File: src/hw/rtl/dpdc_pkg.sv
// Package for the Gregorian date period day counter.
// Holds field widths, the calendar constants, the sequencer state type and the
// control word that the top level sends to the date stepper. It has no dependencies.
package dpdc_pkg;

  localparam int unsigned DayW   = 5;
  localparam int unsigned MonthW = 4;
  localparam int unsigned YearW  = 14;
  localparam int unsigned CountW = 22;

  localparam logic [YearW-1:0] YearMax = 14'd9999;
  localparam logic [MonthW-1:0] MonthLast = 4'd12;

  // The year is divided by 100 as a multiply by 5243 followed by a right shift of 19.
  // This gives the exact quotient for every 14-bit year.
  localparam int unsigned RecipW     = 13;
  localparam logic [RecipW-1:0] Recip100 = 13'd5243;
  localparam int unsigned ProdW      = YearW + RecipW;
  localparam int unsigned RecipShift = 19;
  localparam int unsigned CentW      = ProdW - RecipShift;
  localparam int unsigned Mod100W    = 7;
  localparam logic [Mod100W-1:0] Mod100Last = 7'd99;

  typedef enum logic [6:0] {
    S_IDLE  = 7'b0000001,
    S_MUL_S = 7'b0000010,
    S_CHK_S = 7'b0000100,
    S_MUL_E = 7'b0001000,
    S_CHK_E = 7'b0010000,
    S_STEP  = 7'b0100000,
    S_DONE  = 7'b1000000
  } state_e;

  typedef struct packed {
    logic load;
    logic advance;
  } step_ctrl_t;

  // Length of a month. A month code outside January to December returns zero.
  function automatic logic [DayW-1:0] month_days(input logic [MonthW-1:0] month,
                                                 input logic leap);
    logic [DayW-1:0] len;
    unique case (month)
      4'd1, 4'd3, 4'd5, 4'd7, 4'd8, 4'd10, 4'd12: len = 5'd31;
      4'd4, 4'd6, 4'd9, 4'd11:                    len = 5'd30;
      4'd2:                                       len = leap ? 5'd29 : 5'd28;
      default:                                    len = 5'd0;
    endcase
    return len;
  endfunction

endpackage

File: src/hw/rtl/dpdc_step.sv
// Date stepper for the day counter: holds the running date and advances it by one day.
// It keeps the year modulo 100 and the century modulo 4 as counters for the leap-year rule.
// It depends on dpdc_pkg.
module dpdc_step (
  input  logic                             clk_i,
  input  logic                             rst_ni,
  input  dpdc_pkg::step_ctrl_t             ctrl_i,
  input  logic [dpdc_pkg::DayW-1:0]        day_i,
  input  logic [dpdc_pkg::MonthW-1:0]      month_i,
  input  logic [dpdc_pkg::YearW-1:0]       year_i,
  input  logic [dpdc_pkg::Mod100W-1:0]     mod100_i,
  input  logic [1:0]                       cent_mod4_i,
  output logic [dpdc_pkg::DayW-1:0]        day_o,
  output logic [dpdc_pkg::MonthW-1:0]      month_o,
  output logic [dpdc_pkg::YearW-1:0]       year_o
);

  logic [dpdc_pkg::DayW-1:0]    day_q, day_d;
  logic [dpdc_pkg::MonthW-1:0]  month_q, month_d;
  logic [dpdc_pkg::YearW-1:0]   year_q, year_d;
  logic [dpdc_pkg::Mod100W-1:0] mod100_q, mod100_d;
  logic [1:0]                   cent_mod4_q, cent_mod4_d;
  logic                         leap;
  logic [dpdc_pkg::DayW-1:0]    len;

  // The low two bits of the year are the year modulo 4.
  assign leap = (mod100_q == '0) ? (cent_mod4_q == 2'd0) : (year_q[1:0] == 2'd0);
  assign len  = dpdc_pkg::month_days(month_q, leap);

  always_comb begin
    day_d       = day_q;
    month_d     = month_q;
    year_d      = year_q;
    mod100_d    = mod100_q;
    cent_mod4_d = cent_mod4_q;
    if (ctrl_i.load) begin
      day_d       = day_i;
      month_d     = month_i;
      year_d      = year_i;
      mod100_d    = mod100_i;
      cent_mod4_d = cent_mod4_i;
    end else if (ctrl_i.advance) begin
      if (day_q == len) begin
        day_d = 5'd1;
        if (month_q == dpdc_pkg::MonthLast) begin
          month_d = 4'd1;
          year_d  = year_q + 14'd1;
          if (mod100_q == dpdc_pkg::Mod100Last) begin
            mod100_d    = '0;
            cent_mod4_d = cent_mod4_q + 2'd1;
          end else begin
            mod100_d = mod100_q + 7'd1;
          end
        end else begin
          month_d = month_q + 4'd1;
        end
      end else begin
        day_d = day_q + 5'd1;
      end
    end
  end

  always_ff @(posedge clk_i or negedge rst_ni) begin
    if (!rst_ni) begin
      day_q       <= '0;
      month_q     <= '0;
      year_q      <= '0;
      mod100_q    <= '0;
      cent_mod4_q <= '0;
    end else begin
      day_q       <= day_d;
      month_q     <= month_d;
      year_q      <= year_d;
      mod100_q    <= mod100_d;
      cent_mod4_q <= cent_mod4_d;
    end
  end

  assign day_o   = day_q;
  assign month_o = month_q;
  assign year_o  = year_q;

endmodule

File: src/hw/rtl/date_period_day_count.sv
// Gregorian date period day counter, top level.
// It holds the sequencer, the shared year divider and the output word register.
// It depends on dpdc_pkg and dpdc_step.
//
// Usage:
// The input channel carries a start date, an end date and an include-end flag,
// and a word is taken when in_valid_i is high and in_stall_o is low. The output
// channel returns the day count and a bad-date flag, and hands over a word when
// out_valid_o is high and out_stall_i is low.
// Both dates are checked in turn, multiply then check for each, as the two year
// checks share one multiplier that divides the year by 100. The day loop then
// takes one cycle for each day from the start to the end, then tests for the end,
// and the output register is loaded once it is free. An invalid date skips the
// loop. The next word can be taken in the cycle after the result is loaded.
// in_stall_o is high from acceptance until the result is in the output register.
// A result waits there while out_stall_i is high; a new word can be taken
// meanwhile, but its result is held back until the first one is taken.
// Reset clears the sequencer and the output valid flag; the block is then ready.
module date_period_day_count (
  input  logic                                clk_i,
  input  logic                                rst_ni,
  input  logic                                in_valid_i,
  output logic                                in_stall_o,
  input  logic [dpdc_pkg::DayW-1:0]           start_day_i,
  input  logic [dpdc_pkg::MonthW-1:0]         start_month_i,
  input  logic [dpdc_pkg::YearW-1:0]          start_year_i,
  input  logic [dpdc_pkg::DayW-1:0]           end_day_i,
  input  logic [dpdc_pkg::MonthW-1:0]         end_month_i,
  input  logic [dpdc_pkg::YearW-1:0]          end_year_i,
  input  logic                                include_end_i,
  output logic                                out_valid_o,
  input  logic                                out_stall_i,
  output logic [dpdc_pkg::CountW-1:0]         day_count_o,
  output logic                                bad_date_o
);

  dpdc_pkg::state_e state_q, state_d;

  logic [dpdc_pkg::DayW-1:0]   sd_q, ed_q;
  logic [dpdc_pkg::MonthW-1:0] sm_q, em_q;
  logic [dpdc_pkg::YearW-1:0]  sy_q, ey_q;
  logic                        inc_q;
  logic                        start_ok_q, start_ok_d;
  logic [dpdc_pkg::CountW-1:0] count_q, count_d;
  logic                        bad_q, bad_d;
  logic [dpdc_pkg::ProdW-1:0]  prod_q;
  logic                        out_valid_q, out_valid_d;
  logic [dpdc_pkg::CountW-1:0] out_count_q;
  logic                        out_bad_q;

  logic                         accept;
  logic                         out_free;
  logic [dpdc_pkg::YearW-1:0]   sel_year;
  logic [dpdc_pkg::DayW-1:0]    sel_day;
  logic [dpdc_pkg::MonthW-1:0]  sel_month;
  logic [dpdc_pkg::CentW-1:0]   cent;
  logic [dpdc_pkg::YearW-1:0]   rem_wide;
  logic [dpdc_pkg::Mod100W-1:0] rem;
  logic                         leap;
  logic                         date_ok;
  logic                         before_end;

  dpdc_pkg::step_ctrl_t         step_ctrl;
  logic [dpdc_pkg::DayW-1:0]    cur_day;
  logic [dpdc_pkg::MonthW-1:0]  cur_month;
  logic [dpdc_pkg::YearW-1:0]   cur_year;

  assign in_stall_o = (state_q != dpdc_pkg::S_IDLE);
  assign accept     = in_valid_i && !in_stall_o;
  assign out_free   = !out_valid_q || !out_stall_i;

  // The year unit serves the start date first and then the end date.
  assign sel_year  = (state_q == dpdc_pkg::S_MUL_E || state_q == dpdc_pkg::S_CHK_E) ? ey_q : sy_q;
  assign sel_day   = (state_q == dpdc_pkg::S_CHK_E) ? ed_q : sd_q;
  assign sel_month = (state_q == dpdc_pkg::S_CHK_E) ? em_q : sm_q;

  assign cent     = prod_q[dpdc_pkg::ProdW-1:dpdc_pkg::RecipShift];
  assign rem_wide = sel_year - (14'(cent) * 14'd100);
  assign rem      = rem_wide[dpdc_pkg::Mod100W-1:0];
  // A year divisible by 400 is a whole century whose century count is a multiple of 4.
  assign leap     = (rem == '0) ? (cent[1:0] == 2'd0) : (sel_year[1:0] == 2'd0);
  assign date_ok  = (sel_year != '0) && (sel_year <= dpdc_pkg::YearMax) && (sel_day != '0)
                    && (sel_day <= dpdc_pkg::month_days(sel_month, leap));

  assign before_end = {cur_year, cur_month, cur_day} < {ey_q, em_q, ed_q};

  always_comb begin
    state_d        = state_q;
    start_ok_d     = start_ok_q;
    count_d        = count_q;
    bad_d          = bad_q;
    out_valid_d    = out_valid_q && out_stall_i;
    step_ctrl      = '0;
    unique case (state_q)
      dpdc_pkg::S_IDLE: begin
        if (accept) begin
          state_d = dpdc_pkg::S_MUL_S;
        end
      end
      dpdc_pkg::S_MUL_S: state_d = dpdc_pkg::S_CHK_S;
      dpdc_pkg::S_CHK_S: begin
        start_ok_d     = date_ok;
        step_ctrl.load = 1'b1;
        state_d        = dpdc_pkg::S_MUL_E;
      end
      dpdc_pkg::S_MUL_E: state_d = dpdc_pkg::S_CHK_E;
      dpdc_pkg::S_CHK_E: begin
        count_d = '0;
        if (start_ok_q && date_ok) begin
          bad_d   = 1'b0;
          state_d = dpdc_pkg::S_STEP;
        end else begin
          bad_d   = 1'b1;
          state_d = dpdc_pkg::S_DONE;
        end
      end
      dpdc_pkg::S_STEP: begin
        if (before_end) begin
          step_ctrl.advance = 1'b1;
          count_d           = count_q + 22'd1;
        end else begin
          count_d = count_q + 22'(inc_q);
          state_d = dpdc_pkg::S_DONE;
        end
      end
      dpdc_pkg::S_DONE: begin
        if (out_free) begin
          out_valid_d = 1'b1;
          state_d     = dpdc_pkg::S_IDLE;
        end
      end
      default: state_d = dpdc_pkg::S_IDLE;
    endcase
  end

  always_ff @(posedge clk_i or negedge rst_ni) begin
    if (!rst_ni) begin
      state_q     <= dpdc_pkg::S_IDLE;
      out_valid_q <= 1'b0;
    end else begin
      state_q     <= state_d;
      out_valid_q <= out_valid_d;
    end
  end

  always_ff @(posedge clk_i) begin
    if (accept) begin
      sd_q  <= start_day_i;
      sm_q  <= start_month_i;
      sy_q  <= start_year_i;
      ed_q  <= end_day_i;
      em_q  <= end_month_i;
      ey_q  <= end_year_i;
      inc_q <= include_end_i;
    end
    prod_q     <= dpdc_pkg::ProdW'(sel_year) * dpdc_pkg::ProdW'(dpdc_pkg::Recip100);
    start_ok_q <= start_ok_d;
    count_q    <= count_d;
    bad_q      <= bad_d;
    if (state_q == dpdc_pkg::S_DONE && out_free) begin
      out_count_q <= count_q;
      out_bad_q   <= bad_q;
    end
  end

  dpdc_step u_step (
    .clk_i       (clk_i),
    .rst_ni      (rst_ni),
    .ctrl_i      (step_ctrl),
    .day_i       (sd_q),
    .month_i     (sm_q),
    .year_i      (sy_q),
    .mod100_i    (rem),
    .cent_mod4_i (cent[1:0]),
    .day_o       (cur_day),
    .month_o     (cur_month),
    .year_o      (cur_year)
  );

  assign out_valid_o = out_valid_q;
  assign day_count_o = out_count_q;
  assign bad_date_o  = out_bad_q;

endmodule
File: config.mk
export PLATFORM = sky130hd
export DESIGN_NAME = date_period_day_count
export DESIGN_NICKNAME = d
export VERILOG_FILES = /design/src/hw/rtl/dpdc_pkg.sv /design/src/hw/rtl/dpdc_step.sv /design/src/hw/rtl/date_period_day_count.sv
export SDC_FILE = /design/constraint.sdc
export NUM_CORES = 1
export LEC_CHECK = 0
export BUFFER_PORTS_ARGS = -buffer_cell sky130_fd_sc_hd__buf_4
export CORE_ASPECT_RATIO = 1.4
export CORE_UTILIZATION = 40
export CTS_BUF_LIST = sky130_fd_sc_hd__clkbuf_8
export DETAILED_ROUTE_END_ITERATION = 6
export GPL_ROUTABILITY_DRIVEN = 0
export PLACE_DENSITY = 0.53
export SLEW_MARGIN = 20
export SYNTH_ARGS = -nofsm -noshare
export SYNTH_HDL_FRONTEND = slang
export SYNTH_SLANG_ARGS = --single-unit
File: constraint.sdc
create_clock -name clk_i -period 7.7 [get_ports clk_i]
set_input_delay 1.54 -clock clk_i [delete_from_list [all_inputs] [get_ports clk_i]]
set_output_delay 1.54 -clock clk_i [all_outputs]
set_load 0.05 [all_outputs]
* After elaboration in Yosys (flattened, before gate mapping) *
Cells that the tools add are included.

cells by class
  multipliers = 2
  magnitude comparators = 3
  $add $sub $neg = 8
  equality and inequality tests = 37
  reductions and logical operators = 33
  multiplexer cells = 43

operator list
  operator                  number
  $mux W14                  5
  $mux W7                   9
  $pmux W7 S7               1
  $pmux W22 S2              1
  $eq A4 B4 Y1 const B      10
  $eq A4 B3 Y1 const B      8
  $pmux W5 S3               2
  $mul A14 B13 Y27 const B  1
  $lt A23 B23 Y1            1
  $add A22 B1 Y22           1
  $add A22 B1 Y22 const B   1
  $mux W22                  1
  $mux W4                   5
  $mux W5                   4
  $eq A4 B2 Y1 const B      4
  $add A14 B1 Y14 const B   1
  $eq A7 B7 Y1 const B      2
  $le A14 B14 Y1 const B    1
  $logic_not A7 Y1          2
  $reduce_bool A14 Y1       1
  $reduce_or A7 Y1          2
  $mux W1                   10
  $mux W2                   5
  $reduce_bool A2 Y1        5
  other kinds (26)          43

word-level totals
  word-level logic and storage cells = 146
  output and inout bits = 25
  bits of input ports = 51
  register bits = 161

* Longest topological paths before layout *
  depth in word-level cells = 13
  mapped depth = 25
  depth with buffers taken out = 24

* Hierarchy *
Synthesis repeated with hierarchy kept, for this count alone.

second synthesis, totals
  cell total of the unflattened synthesis = 1,015
  area, all modules = 10,628.9 um^2

modules (own cells, without submodules)
  module                 cells each  seq. area each (um^2)  instances  area an instance (um^2)
  date_period_day_count  743         3,124.2                1          8,320.5
  dpdc_step              272         800.8                  1          2,308.5

* Worst setup path after synthesis *
Ideal clock, no wire load.

  kind = register to register
  from = register state_q[5]
  to = register prod_q[23] (netlist bit)
  library setup time = 0.121 ns
  data required time = 7.579 ns
  cell stages (with the launch flop) = 25
  path slack = 1.216 ns
  arrival = 6.363 ns
  period minus slack after synthesis = 6.484 ns
  buffers on the path = 1
  cell sequence = dfrtp_1 nor3_1 nand4b_2 nand2_4 buf_2 mux2i_1 inv_1 fa_1 ha_1 inv_1 fa_1 inv_1 fa_1 inv_1 fa_1 inv_1 ha_1 and3_1 a221oi_1 o22ai_1 a211oi_1 o21ai_0 a21oi_1 o21bai_1 xnor2_1

between the ends
  word-level cells in the longest chain between the ends = 4
  elaborated cells between the ends (all ways) = 5
  classes of those cells = mul (1); eq/ne (2); mux (1); reduce/logical (1)

RTL lines
  what                                          RTL line                      RTL
  from (decl)                                   date_period_day_count.sv:37   dpdc_pkg::state_e state_q, state_d;
  from (signal assigned)                        date_period_day_count.sv:138  state_q <= dpdc_pkg::S_IDLE;
  from (signal assigned)                        date_period_day_count.sv:141  state_q <= state_d;
  $eq A7 B4 Y1 or $eq A7 B5 Y1 (tied branches)  date_period_day_count.sv:73   assign sel_year = (state_q == dpdc_pkg::S_MUL_E || state_q == dpdc_pkg::S_CHK_E) ? ey_q : sy_q;
  $logic_or A1 B1 Y1 *                          date_period_day_count.sv:73
  $mux W14 *                                    date_period_day_count.sv:73
  $mul A14 B13 Y27 *                            date_period_day_count.sv:156  prod_q <= dpdc_pkg::ProdW'(sel_year) * dpdc_pkg::ProdW'(dpdc_pkg::Recip100);
  to (signal assigned)                          date_period_day_count.sv:156
  to (decl)                                     date_period_day_count.sv:46   logic [dpdc_pkg::ProdW-1:0] prod_q;

Every way passes the cells marked *; elsewhere a longest branch is shown, timed or not.
A chain may end at the register's enable or synchronous reset.

* Worst setup path in the final report *
Same ends and word-level chain as after synthesis.

==> run_results.csv <==
group,metric,value,unit
outcome,status,"complete, no violations",
route,routed_wl,25300,um
sta,finalMaxSlewViolations,0,
route,ant_nets,0,
clock_tree,cts_made_buffers,17,
yosys,synth_cells,1012,
layout,area_delta_synth_final,13.3,%
sta,fin_skew,10.8,ps
yosys,synth_edf_count,94,
placement,dp.final_hpwl,20400,um
yosys,synthFlopType,"edfxtp_1",
run,maxCapViolCount,0,
die,die_y,195,um
setup_path,path_buf_inv,5,
yosys,avgSynthCellArea,10.5,um^2
yosys,yosysTopAreaCell,"edfxtp_1",
clock_tree,max-clock-path-buffers,2,
yosys,ys_seq_area_share,37.0,%
yosys,synth_area,10600,um^2
yosys,synth_nets,1257,
yosys,netlist.area_leader.share,26.6,%
clock_tree,clk_latency,460,ps
clock_tree,cts_resized,0,
yosys,synth.distinct_cells,77,
setup_path,crit_type,"reg2reg",
layout,final_net_count,1340,
sta,slew_headroom,35.7,%
setup_path,crit_family,"adder cells",
setup_path,arrival,7460,ps
route,dr.pass1.iters,4,
setup_path,crit_path_start,"state_q[5]",
die,ios,76,
sta,worstMarginPinSlew,962,ps
global_route,antenna_found_initial,0,
die,start_util,40.6,%
global_route,grt_max_degree,48,
clock_tree,postCtsHoldBufs,0,
setup_path,crit_path_max_incr_delay,540,ps
layout,final_common_cell,"inv_1",
clock_tree,ctsHtreeMaxLevel,4,
sta,fin_crit,7110,ps
placement,portBuffers,75,
route,drcViolationCount,0,
layout,seq_area,3930,um^2
global_route,grt_usage,19.6,%
clock_tree,cts_root_buffer,"clkbuf_8",
setup_path,crit_fanout,16,
hold_path,hold_path_class,"reg2reg",
layout,final_layout_size_suffix_gt1_share,13.0,%
sta,finalSetupViolCount,0,
route,vias,7465,
route,viasPerCell,5.21,
hold_path,min_from,"bad_q",
yosys,yosysWarnings,0,
global_route,grt_pass1_wl,40600,um
sta,rsz0062_at_grt,"false",
clock_tree,cts.clk_slew.worst_paths,80,ps
setup_path,worst_ep_required_time,8050,ps
die,floorplan.die_area,27200,um^2
sta,finalCritPeriodShare,92.3,%
setup_path,rr_startpoint,"state_q[5]",
setup_path,crit_slowest_cell,"mux2i_1",
setup_path,path_cells,"nor3_1 > nand4b_2 > nand2_4 > mux2i_1 > inv_1 > fa_1 > ha_1 > inv_1 > fa_1 > inv_1 > fa_1 > inv_1 > fa_1 > inv_1 > ha_1 > and3_1 > a221oi_1 > o22ai_1 > a211oi_1 > o21ai_0 > a21oi_1 > o21bai_1 > xnor2_1",
layout,multi_input_area,6010,um^2
global_route,grt_pass1_vias,7579,
die,die_width,140,um
clock_tree,cts_tree,"built",
route,first_iter_violations,376,
route,drt-wirelength-per-cell,17.7,um
setup_path,worstSetupStartpointType,"flip-flop",
yosys,async_flop_share,28.8,%
die,rows,70,
layout,n_fill_cell,2523,
clock_tree,cts_setup_buffers,0,
setup_path,endpoint_kind,"flip-flop",
yosys,ys_ff_latch,139,
clock_tree,cts_sinks,139,
layout,mostFrequentLayoutCells,"inv_1 (158), ha_1 (138), edfxtp_1 (94)",
sta,finalSetupTns,0,ps
yosys,synthTopCellsByArea,"edfxtp_1 (27%), ha_1 (16%), fa_1 (11%)",
sta,fmax,141,MHz
die,fp.coreArea,26100,um^2
setup_path,critPathMostFrequentCell,"inv_1",
global_route,gr-total-overflow,0,
sta,hold_viol_final,0,
[cell families after synthesis]
family | share of synthesized area, %
AO/OA/AOI/OAI | 9.92
XOR/XNOR | 4.38
adder cells (fa/ha/maj) | 26.9
buffers and inverters | 6.45
flip-flops | 37.0
multiplexers | 2.01
AND/OR/NAND/NOR | 13.3
[final cells by class]
class                      instances  share of cell area [%]
clock inverter                    15                    1.70
tap                              324                    3.37
inverter                         159                    4.97
antenna                            1                  0.0208
timing repair buffer              85                    5.31
sequential                       139                    32.7
clock buffer                      17                    1.95
multi-input combinational        693                    50.0
[flip-flops by register name, summed over array words and instances (netlist names), 2 cells and up]
register	flops
count_q	22
day_count_o	22
ed_q	5
em_q	4
ey_q	14
prod_q	5
sd_q	5
sm_q	4
state_q	7
sy_q	14
u_step.cent_mod4_q	2
u_step.day_o	5
u_step.mod100_q	7
u_step.month_o	4
u_step.year_o	14
[final timing paths]
| kind | endpoint | slack [ps] | cells after the start |
|---|---|---|---|
| worst max-delay path | prod_q[23] | 590 | 23 |
| worst min-delay path | bad_date_o | 460 | 0 |
| worst max register to register | prod_q[23] | 590 | 23 |
| worst min register to register | bad_date_o | 460 | 0 |
| max in group asynchronous | u_step.day_o[4] | 6240 | 1 |
| min in group asynchronous | u_step.year_o[10] | 1060 | 1 |
[cell usage after synthesis (all sizes together), types with 4 or more instances]
cell type / count
inv: 159
ha: 138
edfxtp: 94
nand2: 75
fa: 56
o21ai: 49
nor2: 47
dfrtp: 39
xnor2: 34
a21oi: 32
nand3: 26
and3: 21
nor3: 20
xor2: 19
clkbuf: 16
mux2i: 15
a31oi: 14
nor4: 13
nand4: 12
or3: 10
a21o: 9
nand2b: 9
o211ai: 9
nor2b: 6
and2: 5
buf: 5
dfxtp: 5
nand4b: 5
o21a: 5
o21bai: 5
a211oi: 4
o22ai: 4
[per-layer routing]
metal / wire (um) / vias up / share of wire (%) / global-route usage, %
met5: 0 / - / 0 / 0
met4: 700 / 0 / 2.8 / 7.49
met3: 660 / 32 / 2.6 / 2.66
met2: 13800 / 137 / 54 / 37.0
met1: 10200 / 3600 / 40 / 22.3
li1: - / 3696 / - / -
[per-stage QoR]
| step | setup WS [ps] | hold WS, ps | util (%) | cell area [um^2] | cells |
|---|---|---|---|---|---|
| 2_1_floorplan | 1220 | 400 | - | 10600 | 1012 |
| 3_3_place_gp | 717 | 426 | 44.3 | 11600 | 1400 |
| 3_5_place_dp | 515 | 435 | 44.3 | 11600 | 1400 |
| 4_1_cts | 448 | 458 | 46.0 | 12000 | 1432 |
| 5_1_grt | 43.9 | 474 | 46.0 | 12000 | 1432 |
| 6_report | 593 | 457 | 46.0 | 12000 | 1433 |
Power is left out: the tool's default activity adds up to more than one toggle a clock period on the data nets, which glitch-free logic cannot reach.
